<file path="config.mk">
export PLATFORM = sky130hd
export DESIGN_NAME = brs_ctrl
export DESIGN_NICKNAME = d
export VERILOG_FILES = /design/src/brs_pkg.sv /design/src/brs_ctrl.sv
export SDC_FILE = /design/constraint.sdc
export NUM_CORES = 1
export LEC_CHECK = 0
export BUFFER_PORTS_ARGS = -buffer_cell sky130_fd_sc_hd__buf_2
export CAP_MARGIN = 20
export CORE_AREA = 4 4 41 43
export CTS_BUF_LIST = sky130_fd_sc_hd__clkbuf_8
export CTS_CLUSTER_DIAMETER = 100
export DETAILED_ROUTE_END_ITERATION = 6
export DIE_AREA = 0 0 45 47
export PLACE_DENSITY_LB_ADDON = 0.1
export SLEW_MARGIN = 10
export SYNTH_ARGS = -nofsm -noshare
export SYNTH_HDL_FRONTEND = slang
export SYNTH_SLANG_ARGS = --single-unit
</file>
<file path="constraint.sdc">
create_clock -name clk -period 2.3 [get_ports clk]
set_input_delay 0.23 -clock clk [delete_from_list [all_inputs] [get_ports clk]]
set_output_delay 0.23 -clock clk [all_outputs]
set_load 0.03 [all_outputs]
</file>
<file path="src/brs_pkg.sv">
// shared types and constants of the balance robot supervisor
`timescale 1ns / 1ps
package brs_pkg;

	// supervisor modes
	localparam logic [2:0] MODE_INIT      = 3'd0;
	localparam logic [2:0] MODE_CALIBRATE = 3'd1;
	localparam logic [2:0] MODE_IDLE      = 3'd2;
	localparam logic [2:0] MODE_STARTING  = 3'd3;
	localparam logic [2:0] MODE_ACTIVE    = 3'd4;
	localparam logic [2:0] MODE_MOVING    = 3'd5;
	localparam logic [2:0] MODE_FAULT     = 3'd6;

	// input kinds
	localparam logic [1:0] ACT_TICK      = 2'd0;
	localparam logic [1:0] ACT_START     = 2'd1;
	localparam logic [1:0] ACT_STOP      = 2'd2;
	localparam logic [1:0] ACT_CALIBRATE = 2'd3;

	// imu commands
	localparam logic [1:0] IMU_NONE      = 2'd0;
	localparam logic [1:0] IMU_INIT      = 2'd1;
	localparam logic [1:0] IMU_CALIBRATE = 2'd2;
	localparam logic [1:0] IMU_READ      = 2'd3;

	// motor commands
	localparam logic [1:0] MOTOR_NONE    = 2'd0;
	localparam logic [1:0] MOTOR_STOP    = 2'd1;
	localparam logic [1:0] MOTOR_SPEED   = 2'd2;
	localparam logic [1:0] MOTOR_BALANCE = 2'd3;

	// configuration register indexes
	localparam logic [2:0] CFG_PITCH_SETPOINT = 3'd0;
	localparam logic [2:0] CFG_PROP_GAIN      = 3'd1;
	localparam logic [2:0] CFG_DERIV_GAIN     = 3'd2;
	localparam logic [2:0] CFG_FAILSAFE_LIMIT = 3'd3;
	localparam logic [2:0] CFG_STEPS_PER_REV  = 3'd4;

	// timing and limits
	localparam logic [31:0] RAMP_MS       = 32'd2000;
	localparam logic [31:0] RECOVER_MS    = 32'd3000;
	localparam logic [14:0] RECOVER_PITCH = 15'd960;

	// full torque in units of 1/32768000, equals 2^20 * 3125
	localparam logic signed [47:0] TORQUE_FULL = 48'sd3276800000;
	localparam logic [31:0]        TORQUE_MAG  = 32'd3276800000;
	localparam int                 DIV_SHIFT   = 20;
	localparam logic [11:0]        DIV_ODD     = 12'd3125;
	// floor(2^42 / 3125), quotient estimate is exact or one low
	localparam logic [30:0]        RECIP_M     = 31'd1407374883;
	localparam int                 RECIP_SHIFT = 42;
	localparam int                 QUOT_W      = 18;

	typedef struct packed {
		logic [14:0] pitch_setpoint;
		logic [15:0] prop_gain;
		logic [15:0] deriv_gain;
		logic [13:0] failsafe_limit;
		logic [15:0] steps_per_rev;
	} brs_cfg_t;

	// sequencer to datapath
	typedef struct packed {
		logic capture;
		logic ld_a;
		logic ld_b;
		logic ld_x;
		logic ld_mag;
		logic ld_p;
		logic ld_q;
		logic ld_c;
		logic commit;
	} brs_cmd_t;

	// datapath to sequencer
	typedef struct packed {
		logic out_free;
	} brs_stat_t;

endpackage

</file>
<file path="src/brs_ctrl.sv">
// sequencer that steps one item through the ramp arithmetic and commits it
`timescale 1ns / 1ps
module brs_ctrl import brs_pkg::*; (
	input  logic      clk,
	input  logic      arst_n,
	input  logic      in_valid,
	output logic      in_ready,
	input  brs_stat_t stat,
	output brs_cmd_t  cmd
);

	localparam logic [3:0] ST_IDLE  = 4'd0;
	localparam logic [3:0] ST_MUL_A = 4'd1;
	localparam logic [3:0] ST_MUL_B = 4'd2;
	localparam logic [3:0] ST_MUL_X = 4'd3;
	localparam logic [3:0] ST_CLAMP = 4'd4;
	localparam logic [3:0] ST_MUL_P = 4'd5;
	localparam logic [3:0] ST_MUL_Q = 4'd6;
	localparam logic [3:0] ST_MUL_C = 4'd7;
	localparam logic [3:0] ST_DONE  = 4'd8;

	logic [3:0] state_q;
	logic [3:0] state_d;

	assign in_ready = (state_q == ST_IDLE);

	always_comb begin
		cmd     = '0;
		state_d = state_q;
		unique case (state_q)
			ST_IDLE: begin
				if (in_valid) begin
					cmd.capture = 1'b1;
					state_d     = ST_MUL_A;
				end
			end
			ST_MUL_A: begin
				cmd.ld_a = 1'b1;
				state_d  = ST_MUL_B;
			end
			ST_MUL_B: begin
				cmd.ld_b = 1'b1;
				state_d  = ST_MUL_X;
			end
			ST_MUL_X: begin
				cmd.ld_x = 1'b1;
				state_d  = ST_CLAMP;
			end
			ST_CLAMP: begin
				cmd.ld_mag = 1'b1;
				state_d    = ST_MUL_P;
			end
			ST_MUL_P: begin
				cmd.ld_p = 1'b1;
				state_d  = ST_MUL_Q;
			end
			ST_MUL_Q: begin
				cmd.ld_q = 1'b1;
				state_d  = ST_MUL_C;
			end
			ST_MUL_C: begin
				cmd.ld_c = 1'b1;
				state_d  = ST_DONE;
			end
			ST_DONE: begin
				// wait for room in the output register
				if (stat.out_free) begin
					cmd.commit = 1'b1;
					state_d    = ST_IDLE;
				end
			end
			default: begin
				state_d = ST_IDLE;
			end
		endcase
	end

	always_ff @(posedge clk or negedge arst_n) begin
		if (!arst_n) begin
			state_q <= ST_IDLE;
		end else begin
			state_q <= state_d;
		end
	end

endmodule

</file>
==> results_dict.tcl, run 1 <==
set metrics [dict create \
    die_y_um 47 \
    fin_util_pct 28.75 \
    largest_register_ff_count 4 \
    rrSetupSlack_ps 1070 \
    start_kind "register" \
    vias 267 \
    min-delay-path-class "primary input to register" \
    fillers 157 \
    yosysWarnings 0 \
    die_x_um 45 \
    drv_slew 0 \
    synth_area_um2 264.0 \
    maxSlewHeadroom_pct 78.63 \
    timing.rr.start "state_q[1]" \
    whs_ps 212.3 \
    port_buffers 13 \
    grt_usage_pct 7.924 \
    synth_flop_cell "dfrtp_1" \
    max_freq_mhz 565.8 \
    htreeDepth 1 \
    worstPathRequired_ps 2070 \
    synth_edf_count 0 \
    synth.largest_area_cell "dfrtp_1" \
    synth_fa_ha_area_share_pct 0 \
    layout-drive-gt1-share_pct 43.18 \
    reg_top3 "state_q: 4 flops" \
    synthDistinctLibCells 17 \
    fin_skew_ps 0.2024 \
    setup_viol 0 \
    area_delta_synth_final_pct 41.71 \
    synth_top_family_by_area "simple AND/OR/NAND/NOR gates" \
    power.leakage_nw 0.1901 \
    path_clk_slew_ps 30 \
    min_path_cells 2 \
    finalCriticalPeriod_ps 1767 \
    grt_max_degree 10 \
    first_iter_violations 1 \
    fin_nets 50 \
    grt_pass1_wl_um 1179 \
    yosysSeqAreaShare_pct 37.91 \
    worst_slew_pin_slew_ps 317.6 \
    cts_root_buf "clkbuf_8" \
    critPathKind "register to primary output" \
    tritoncts "yes" \
    fin_crit_sh_pct 76.85 \
    ioPinCount 14 \
    hold_viol 0 \
    num_rows 13 \
    drt-total-wl_um 683 \
    yosys.area.top_type_share_pct 37.91 \
    synthXorXnorAreaFrac_pct 0 \
    drv_cap 0 \
    critPathArrivalTime_ps 1540 \
    ant_nets 0 \
    syn_area_per_cell_um2 8.516 \
    status "completed" \
    setup-tns-final_ps 0 \
    start_util_pct 20.29 \
    antenna_found_initial 0 \
    cts_sinks 4 \
    cts_buffers 3 \
    largest_register "state_q" \
    cts_hold_buf 1 \
    overflow 0 \
    synth-compound-area-share_pct 12.32 \
    critPathCaptureType "primary output" \
    ys_seq_elements 4 \
    r2r_end "state_q[3]" \
    post_cts_resized 0 \
    synthCells 31 \
    peakVddDrop_mv 0.4932 \
    ys_async_sr_fraction_pct 100.0 \
    syn_nets 35 \
    detail_route.wl_per_cell_um 11.58 \
    viasPerCell 4.525 \
    core-area_um2 1301 \
    synth.most_common_cell "nor3_1" \
    grt_pass1_vias 288 \
    post_cts_buffers 0 \
    die_area_um2 2115 \
    dp.cells 55 \
    synth_top_cells_by_count "nor3_1 (6), dfrtp_1 (4), nor2_1 (4)" \
    clockBufferDepth 2 \
    whs_endpoint "state_q[3]" \
    synthMuxAreaShare_pct 0 \
    hold_start "stat" \
    dp_hpwl_um 491.6 \
    yosys.area_share.simple_pct 38.86 \
    diodes 0 \
    first_pass_iters 2 \
    drcViolationCount 0 \
    p_per_area_nw_per_um2 1712 \
    rsz0062_at_grt "no" \
    clk-insertion-delay-late_ps 210 \
    reg2reg_depth 2 \
    synthTopCellsByArea "dfrtp_1 (38%), nor3_1 (11%), nor2_1 (5.7%)" \
    crit_fanout 9 \
    place_congestion 0.7107 \
    final_cells 59 \
]
how the worst max path moves through the flow:
| stage | start | to |
|---|---|---|
| 4_1_cts | state_q[1] | cmd[0] |
| 3_5_place_dp | state_q[1] | cmd[0] |
| 2_1_floorplan | state_q[1] | cmd[8] |
| 5_1_grt | state_q[1] | cmd[0] |
| 3_3_place_gp | state_q[1] | cmd[0] |
| 6_report | state_q[1] | cmd[0] |
critical path, stage by stage, from the launching register on:
cell,delay (ps)
dfrtp_1,450
or4b_4,570
nor2_1,100
buf_2,200
power breakdown:
part / internal [mW] / total, mW / switching [mW] / leakage, nW
combinational: 0.111 / 0.322 / 0.212 / 0.118
sequential: 0.102 / 0.174 / 0.0712 / 0.0504
clock: 0.111 / 0.145 / 0.0334 / 0.0216
total: 0.324 / 0.641 / 0.316 / 0.190
kinds of logic after synthesis:
group / count (synthesis)
AOI/OAI and AO/OA: 4
DFF: 4
buffers and inverters: 5
and+or+nand+nor: 18
placed cells by master, fill, tap and decap left out:
cell,count
and2_1,1
nor3_1,6
inv_1,1
dlygate4sd3_1,1
buf_2,13
nand3b_1,1
o22ai_2,1
nor2_1,4
clkbuf_8,3
nand2b_1,2
a21bo_2,1
or2b_1,1
a21oi_1,2
dfrtp_1,4
or4b_4,1
nand2_1,1
nor4_1,1
metal layers:
| metal | GRT usage, % | routed length (um) |
|---|---|---|
| met4 | 8.772 | 9 |
| met1 | 9.862 | 305 |
| met3 | 1.149 | 30 |
| met5 | 0 | 0 |
| met2 | 11.02 | 338 |
metrics by stage:
| step | instance area, um^2 | power (mW) | setup slack [ps] |
|---|---|---|---|
| after floorplan | 264.0 | 0.4338 | 118.4 |
| after global placement | 322.8 | 0.4928 | 774.3 |
| after detailed placement | 322.8 | 0.4945 | 750.0 |
| after CTS | 374.1 | 0.6467 | 522.2 |
| after global routing | 374.1 | 0.6838 | 465.9 |
| final | 374.1 | 0.6405 | 532.5 |
area by class of cell:
type                       instances  area [um^2]  area share (%)
sequential                         4        100.1           26.76
inverter                           1        3.754           1.003
multi-input combinational         22        135.1           36.12
tap                               15        18.77           5.017
clock buffer                       3        41.29           11.04
timing repair buffer              14        75.07           20.07
(Power assumes the default switching activity.)
==> run 2: changes to the inputs <==
- clock period: 2.3 -> 1.8 ns (I/O delays scaled with it)
==> run 2 against run 1 <==
Compared with the run above:
- combinational power grew 49%
- setup slack got worse by 480 ps
- via count up 4.9%
- highest routed layer unchanged
- critical path type unchanged
- worst hold slack worse by 56 ps
- utilization up 1.7 points
- clock skew up 0.94 ps
==> results_dict.tcl, run 2 (same netlist as run 1, synthesis figures left out) <==
set metrics [dict create \
    hold_start "stat" \
    core-area_um2 1301 \
    mostFrequentLayoutCells "buf_2 (13), nor3_1 (6), nor2_1 (4)" \
    worstPathRequired_ps 1620 \
    drv_cap 0 \
    grt_pass1_vias 282 \
    rsz0062_at_grt "no" \
    tritoncts "yes" \
    pwr-share-seq_pct 23.1 \
    largest_register_ff_count 4 \
    slowest_delay_ps 570 \
    fin_util_pct 30.48 \
    crit_fanout 9 \
    num_rows 13 \
    final_cells 61 \
    setup-tns-final_ps 0 \
    cts_root_buf "clkbuf_8" \
    grt_usage_pct 8.386 \
    finalCriticalPeriod_ps 1751 \
    worst_slew_pin_slew_ps 302.8 \
    first_pass_iters 3 \
    die_y_um 47 \
    grt-busiest-layer "met4" \
    start_kind "register" \
    grt_use_met1_pct 9.589 \
    layout-drive-gt1-share_pct 50.00 \
    cp-startpoint "state_q[0]" \
    peakVddDrop_mv 0.6535 \
    critPathArrivalTime_ps 1570 \
    critPathBufInv 1 \
    fin_skew_ps 1.142 \
    htreeDepth 1 \
    start_util_pct 20.29 \
    fin_crit_sh_pct 97.30 \
    grtUsageMet2_pct 11.02 \
    reg2reg_depth 2 \
    maxSlewHeadroom_pct 79.81 \
    clk-insertion-delay-late_ps 210 \
    path_clk_slew_ps 30 \
    status "completed" \
    die_x_um 45 \
    min_path_cells 2 \
    cts_sinks 4 \
    antenna_found_initial 0 \
    area_delta_synth_final_pct 50.24 \
    cts_buffers 3 \
    dp_hpwl_um 528.5 \
    clockBufferDepth 2 \
    p_sw_mw 0.4204 \
    port_buffers 13 \
    p_sw_share_pct 48.67 \
    place_congestion 0.7731 \
    min-delay-path-class "primary input to register" \
    setup_viol 0 \
    grt_max_degree 10 \
    timing.rr.start "state_q[0]" \
    p_per_area_nw_per_um2 2178 \
    p_int_mw 0.4433 \
    largest_register "state_q" \
    post_cts_buffers 0 \
    die_area_um2 2115 \
    hold_viol 0 \
    grt_pass1_wl_um 1173 \
    first_iter_violations 6 \
    max_freq_mhz 571.0 \
    whs_ps 155.8 \
    diodes 0 \
    slowest_stage "or4b_4" \
    critPathCaptureType "primary output" \
    cp_num_cells 3 \
    final_common_cell "buf_2" \
    reg_top3 "state_q: 4 flops" \
    pwr-share-comb_pct 55.4 \
    ioPinCount 14 \
    grt_use_met3_pct 0.3831 \
    vias 280 \
    overflow 0 \
    drv_slew 0 \
    viasPerCell 4.590 \
    critPathKind "register to primary output" \
    power.leakage_nw 0.2002 \
    ant_nets 0 \
    drcViolationCount 0 \
    fin_nets 52 \
    dpl_worst_slack_ps 271.6 \
    worst_slack_ps 48.63 \
    crit_chain "or4b_4 -> nor2_1 -> buf_2" \
    dp.cells 57 \
    cp_top_family "simple AND/OR/NAND/NOR gates" \
    detail_route.wl_per_cell_um 12.31 \
    p_clk_share_pct 21.4 \
    drt-total-wl_um 751 \
]
==> run 2: per-layer routing <==
layer,part of all wire (%),up-vias
li1,-,136
met1,49,127
met5,0,-
met2,43,13
met3,3.9,4
met4,4.5,0
==> run 2: repair_timing <==
item | CTS | global route
hold buffers | 1 | 0
setup endpoints to repair | 0 | 1
hold endpoints to repair | 4 | 0
resized for setup | 0 | 1
==> run 2: worst paths after layout <==
path,to,slack (ps)
worst max register to register,state_q[3],560
worst min-delay path,state_q[3],160
max in group asynchronous,state_q[1],1370
worst max-delay path,cmd[0],50
worst min register to register,state_q[3],580
min in group asynchronous,state_q[0],300
==> run 2: area by class of cell <==
| class | count | area [um^2] |
|---|---|---|
| Inverter | 1 | 3.754 |
| Clock buffer | 3 | 41.29 |
| Sequential cell | 4 | 101.3 |
| Multi-Input combinational cell | 22 | 141.4 |
| Timing Repair Buffer | 16 | 90.09 |
| Tap cell | 15 | 18.77 |
| Fill cell | 146 | 904.6 |
==> run 2: power groups by stage <==
stage	Combinational, mW	Sequential [mW]	Clock [mW]
after global routing	0.511	0.209	0.201
after global placement	0.479	0.196	0
after floorplan	0.426	0.140	0
after detailed placement	0.476	0.197	0
after CTS	0.481	0.197	0.192
final	0.479	0.200	0.185
==> run 2: through the flow <==
step                      total power [mW]  instance area, um^2
final                               0.8637                396.6
after global routing                0.9221                396.6
after CTS                           0.8698                395.4
after detailed placement            0.6726                344.1
after global placement              0.6748                344.1
after floorplan                     0.5661                270.3
==> run 3: changes to the inputs <==
- ABC_AREA: not set -> 1
- SLEW_MARGIN: 10 -> 20
==> run 3 against run 2 <==
Compared with the run above:
- register-to-register slack improved by 250 ps
- maximum frequency is 19% higher
- clock skew rose by 3.3 ps
- largest power group unchanged
- critical endpoint is now cmd[7]
- highest routed layer unchanged
==> results_dict.tcl, run 3 <==
set metrics [dict create \
    ant_nets 0 \
    cts_buffers 3 \
    htreeDepth 1 \
    start_kind "register" \
    critPathArrivalTime_ps 1290 \
    die_area_um2 2115 \
    num_rows 13 \
    drcViolationCount 0 \
    detail_route.wl_per_cell_um 9.217 \
    die_y_um 47 \
    ys_async_sr_fraction_pct 100.0 \
    setup-tns-final_ps 0 \
    cts_root_buf "clkbuf_8" \
    crit_chain "nor2_1 -> inv_1 -> nor3_1 -> buf_2" \
    hold_viol 0 \
    path_clk_slew_ps 30 \
    critPathCaptureType "primary output" \
    setup_viol 0 \
    drv_cap 0 \
    critPathKind "register to primary output" \
    antenna_found_initial 0 \
    reg_top3 "state_q: 4 flops" \
    drt-total-wl_um 636 \
    ys_seq_elements 4 \
    grt_max_degree 7 \
    first_pass_iters 2 \
    worst_slew_pin_slew_ps 259.5 \
    dp_hpwl_um 516.6 \
    synth.largest_area_cell "dfrtp_1" \
    port_buffers 13 \
    max_freq_mhz 678.9 \
    cts_sinks 4 \
    tritoncts "yes" \
    viasPerCell 4.058 \
    yosysWarnings 0 \
    synthCells 37 \
    clk-insertion-delay-late_ps 220 \
    status "completed" \
    rsz0062_at_grt "no" \
    die_x_um 45 \
    timing.rr.start "state_q[1]" \
    start_util_pct 18.37 \
    grt_pass1_wl_um 1124 \
    peakVddDrop_mv 0.8074 \
    whs_ps 294.9 \
    fin_skew_ps 4.483 \
    fin_crit_sh_pct 81.83 \
    core-area_um2 1301 \
    final_area_um2 374.1 \
    ioPinCount 14 \
    synth_edf_count 0 \
    grt_pass1_vias 275 \
    fin_nets 60 \
    grt_usage_pct 7.918 \
    drv_slew 0 \
    synth_area_um2 239.0 \
    overflow 0 \
    min-delay-path-class "primary input to async pin" \
    yosysSeqAreaShare_pct 41.88 \
    synth.most_common_cell "inv_1" \
    placed_cell_area_um2 322.8 \
    rrSetupSlack_ps 810 \
    cp-startpoint "state_q[2]" \
    synth_flop_cell "dfrtp_1" \
    largest_register "state_q" \
    place_congestion 0.6622 \
    slowest_stage "dfrtp_1" \
    finalCriticalPeriod_ps 1473 \
    post_cts_resized 0 \
    maxSlewHeadroom_pct 82.63 \
    synthDistinctLibCells 8 \
    slowest_delay_ps 380 \
    clockBufferDepth 2 \
    yosys.area.top_type_share_pct 41.88 \
    synth_top_cells_by_count "inv_1 (9), nand2_1 (7), nor2_1 (6), nor3_1 (6), dfrtp_1 (4)" \
    syn_area_per_cell_um2 6.459 \
    area_delta_synth_final_pct 56.54 \
    largest_register_ff_count 4 \
    layout-drive-gt1-share_pct 31.48 \
    vias 280 \
    diodes 0 \
    p_per_area_nw_per_um2 2201 \
    crit_fanout 4 \
    final_common_cell "buf_2" \
    worstPathRequired_ps 1620 \
    first_iter_violations 3 \
    mostFrequentLayoutCells "buf_2 (13), inv_1 (9), nand2_1 (7)" \
    syn_nets 41 \
    power.leakage_nw 0.2369 \
    synthTopCellsByArea "dfrtp_1 (42%), inv_1 (14%), nor3_1 (13%)" \
]
## run 3: cell count changes after synthesis, sizes merged, moves of 2 or more
cell	previous run	this run
buf	3	0
nor2	4	7
nand2	1	7
o21ai	0	2
inv	1	9
nand3	0	2
nand2b	2	0
a21oi	2	0
## run 3: logic make-up after synthesis
kind of cell / share of synthesized area (%)
and+or+nand+nor: 39.79
DFF: 41.89
AOI/OAI and AO/OA: 4.189
buffers and inverters: 14.14
## run 3: metal layers
| metal | global-route usage, % | vias to the layer above | wire length [um] |
|---|---|---|---|
| li1 | - | 148 | - |
| met1 | 9.382 | 115 | 299 |
| met2 | 10.45 | 15 | 244 |
| met3 | 4.981 | 2 | 79 |
| met4 | 5.263 | 0 | 12 |
| met5 | 0 | - | 0 |
## run 3: final cells by class
| cell class | instances | area (um^2) |
|---|---|---|
| sequential | 4 | 100.1 |
| clock buffer | 3 | 41.29 |
| timing repair buffer | 14 | 75.07 |
| multi-input combinational | 24 | 105.1 |
| inverter | 9 | 33.78 |
| fill | 151 | 927.1 |
| tap | 15 | 18.77 |
## run 3: critical path, delay by kind of cell, from the launching register on
family,cells,cell delay (ps)
and+or+nand+nor,2,380
DFF,1,380
buffers and inverters,2,310
## run 3: path summary, 6_finish.rpt
check,to,cells past startpoint
setup / recovery,cmd[7],4
hold / removal,state_q[1],2
setup reg to reg,state_q[0],4
hold reg to reg,state_q[1],1
max in group asynchronous,state_q[2],2
min in group clk,state_q[3],4
## run 3: what timing repair did
item	4_1_cts	5_1_grt
hold buffers	1	0
endpoints found under the hold margin	4	0
setup buffers	0	0
## run 3: metrics by stage
stage	power [mW]	util, %	setup WS (ps)	instances
after floorplan	0.5163	-	335.7	37
after detailed placement	0.6436	24.81	550.1	65
final	0.8233	28.75	327.1	69
after global placement	0.6517	24.81	537.0	65
after CTS	0.8357	28.75	324.0	69
after global routing	0.9018	28.75	179.6	69
## run 3: power breakdown
part	switching, mW	leakage [nW]	internal [mW]	total (mW)
clock network	0.0433	0.0216	0.142	0.186
logic	0.329	0.166	0.122	0.452
registers	0.0519	0.0495	0.134	0.186
total	0.425	0.237	0.399	0.823
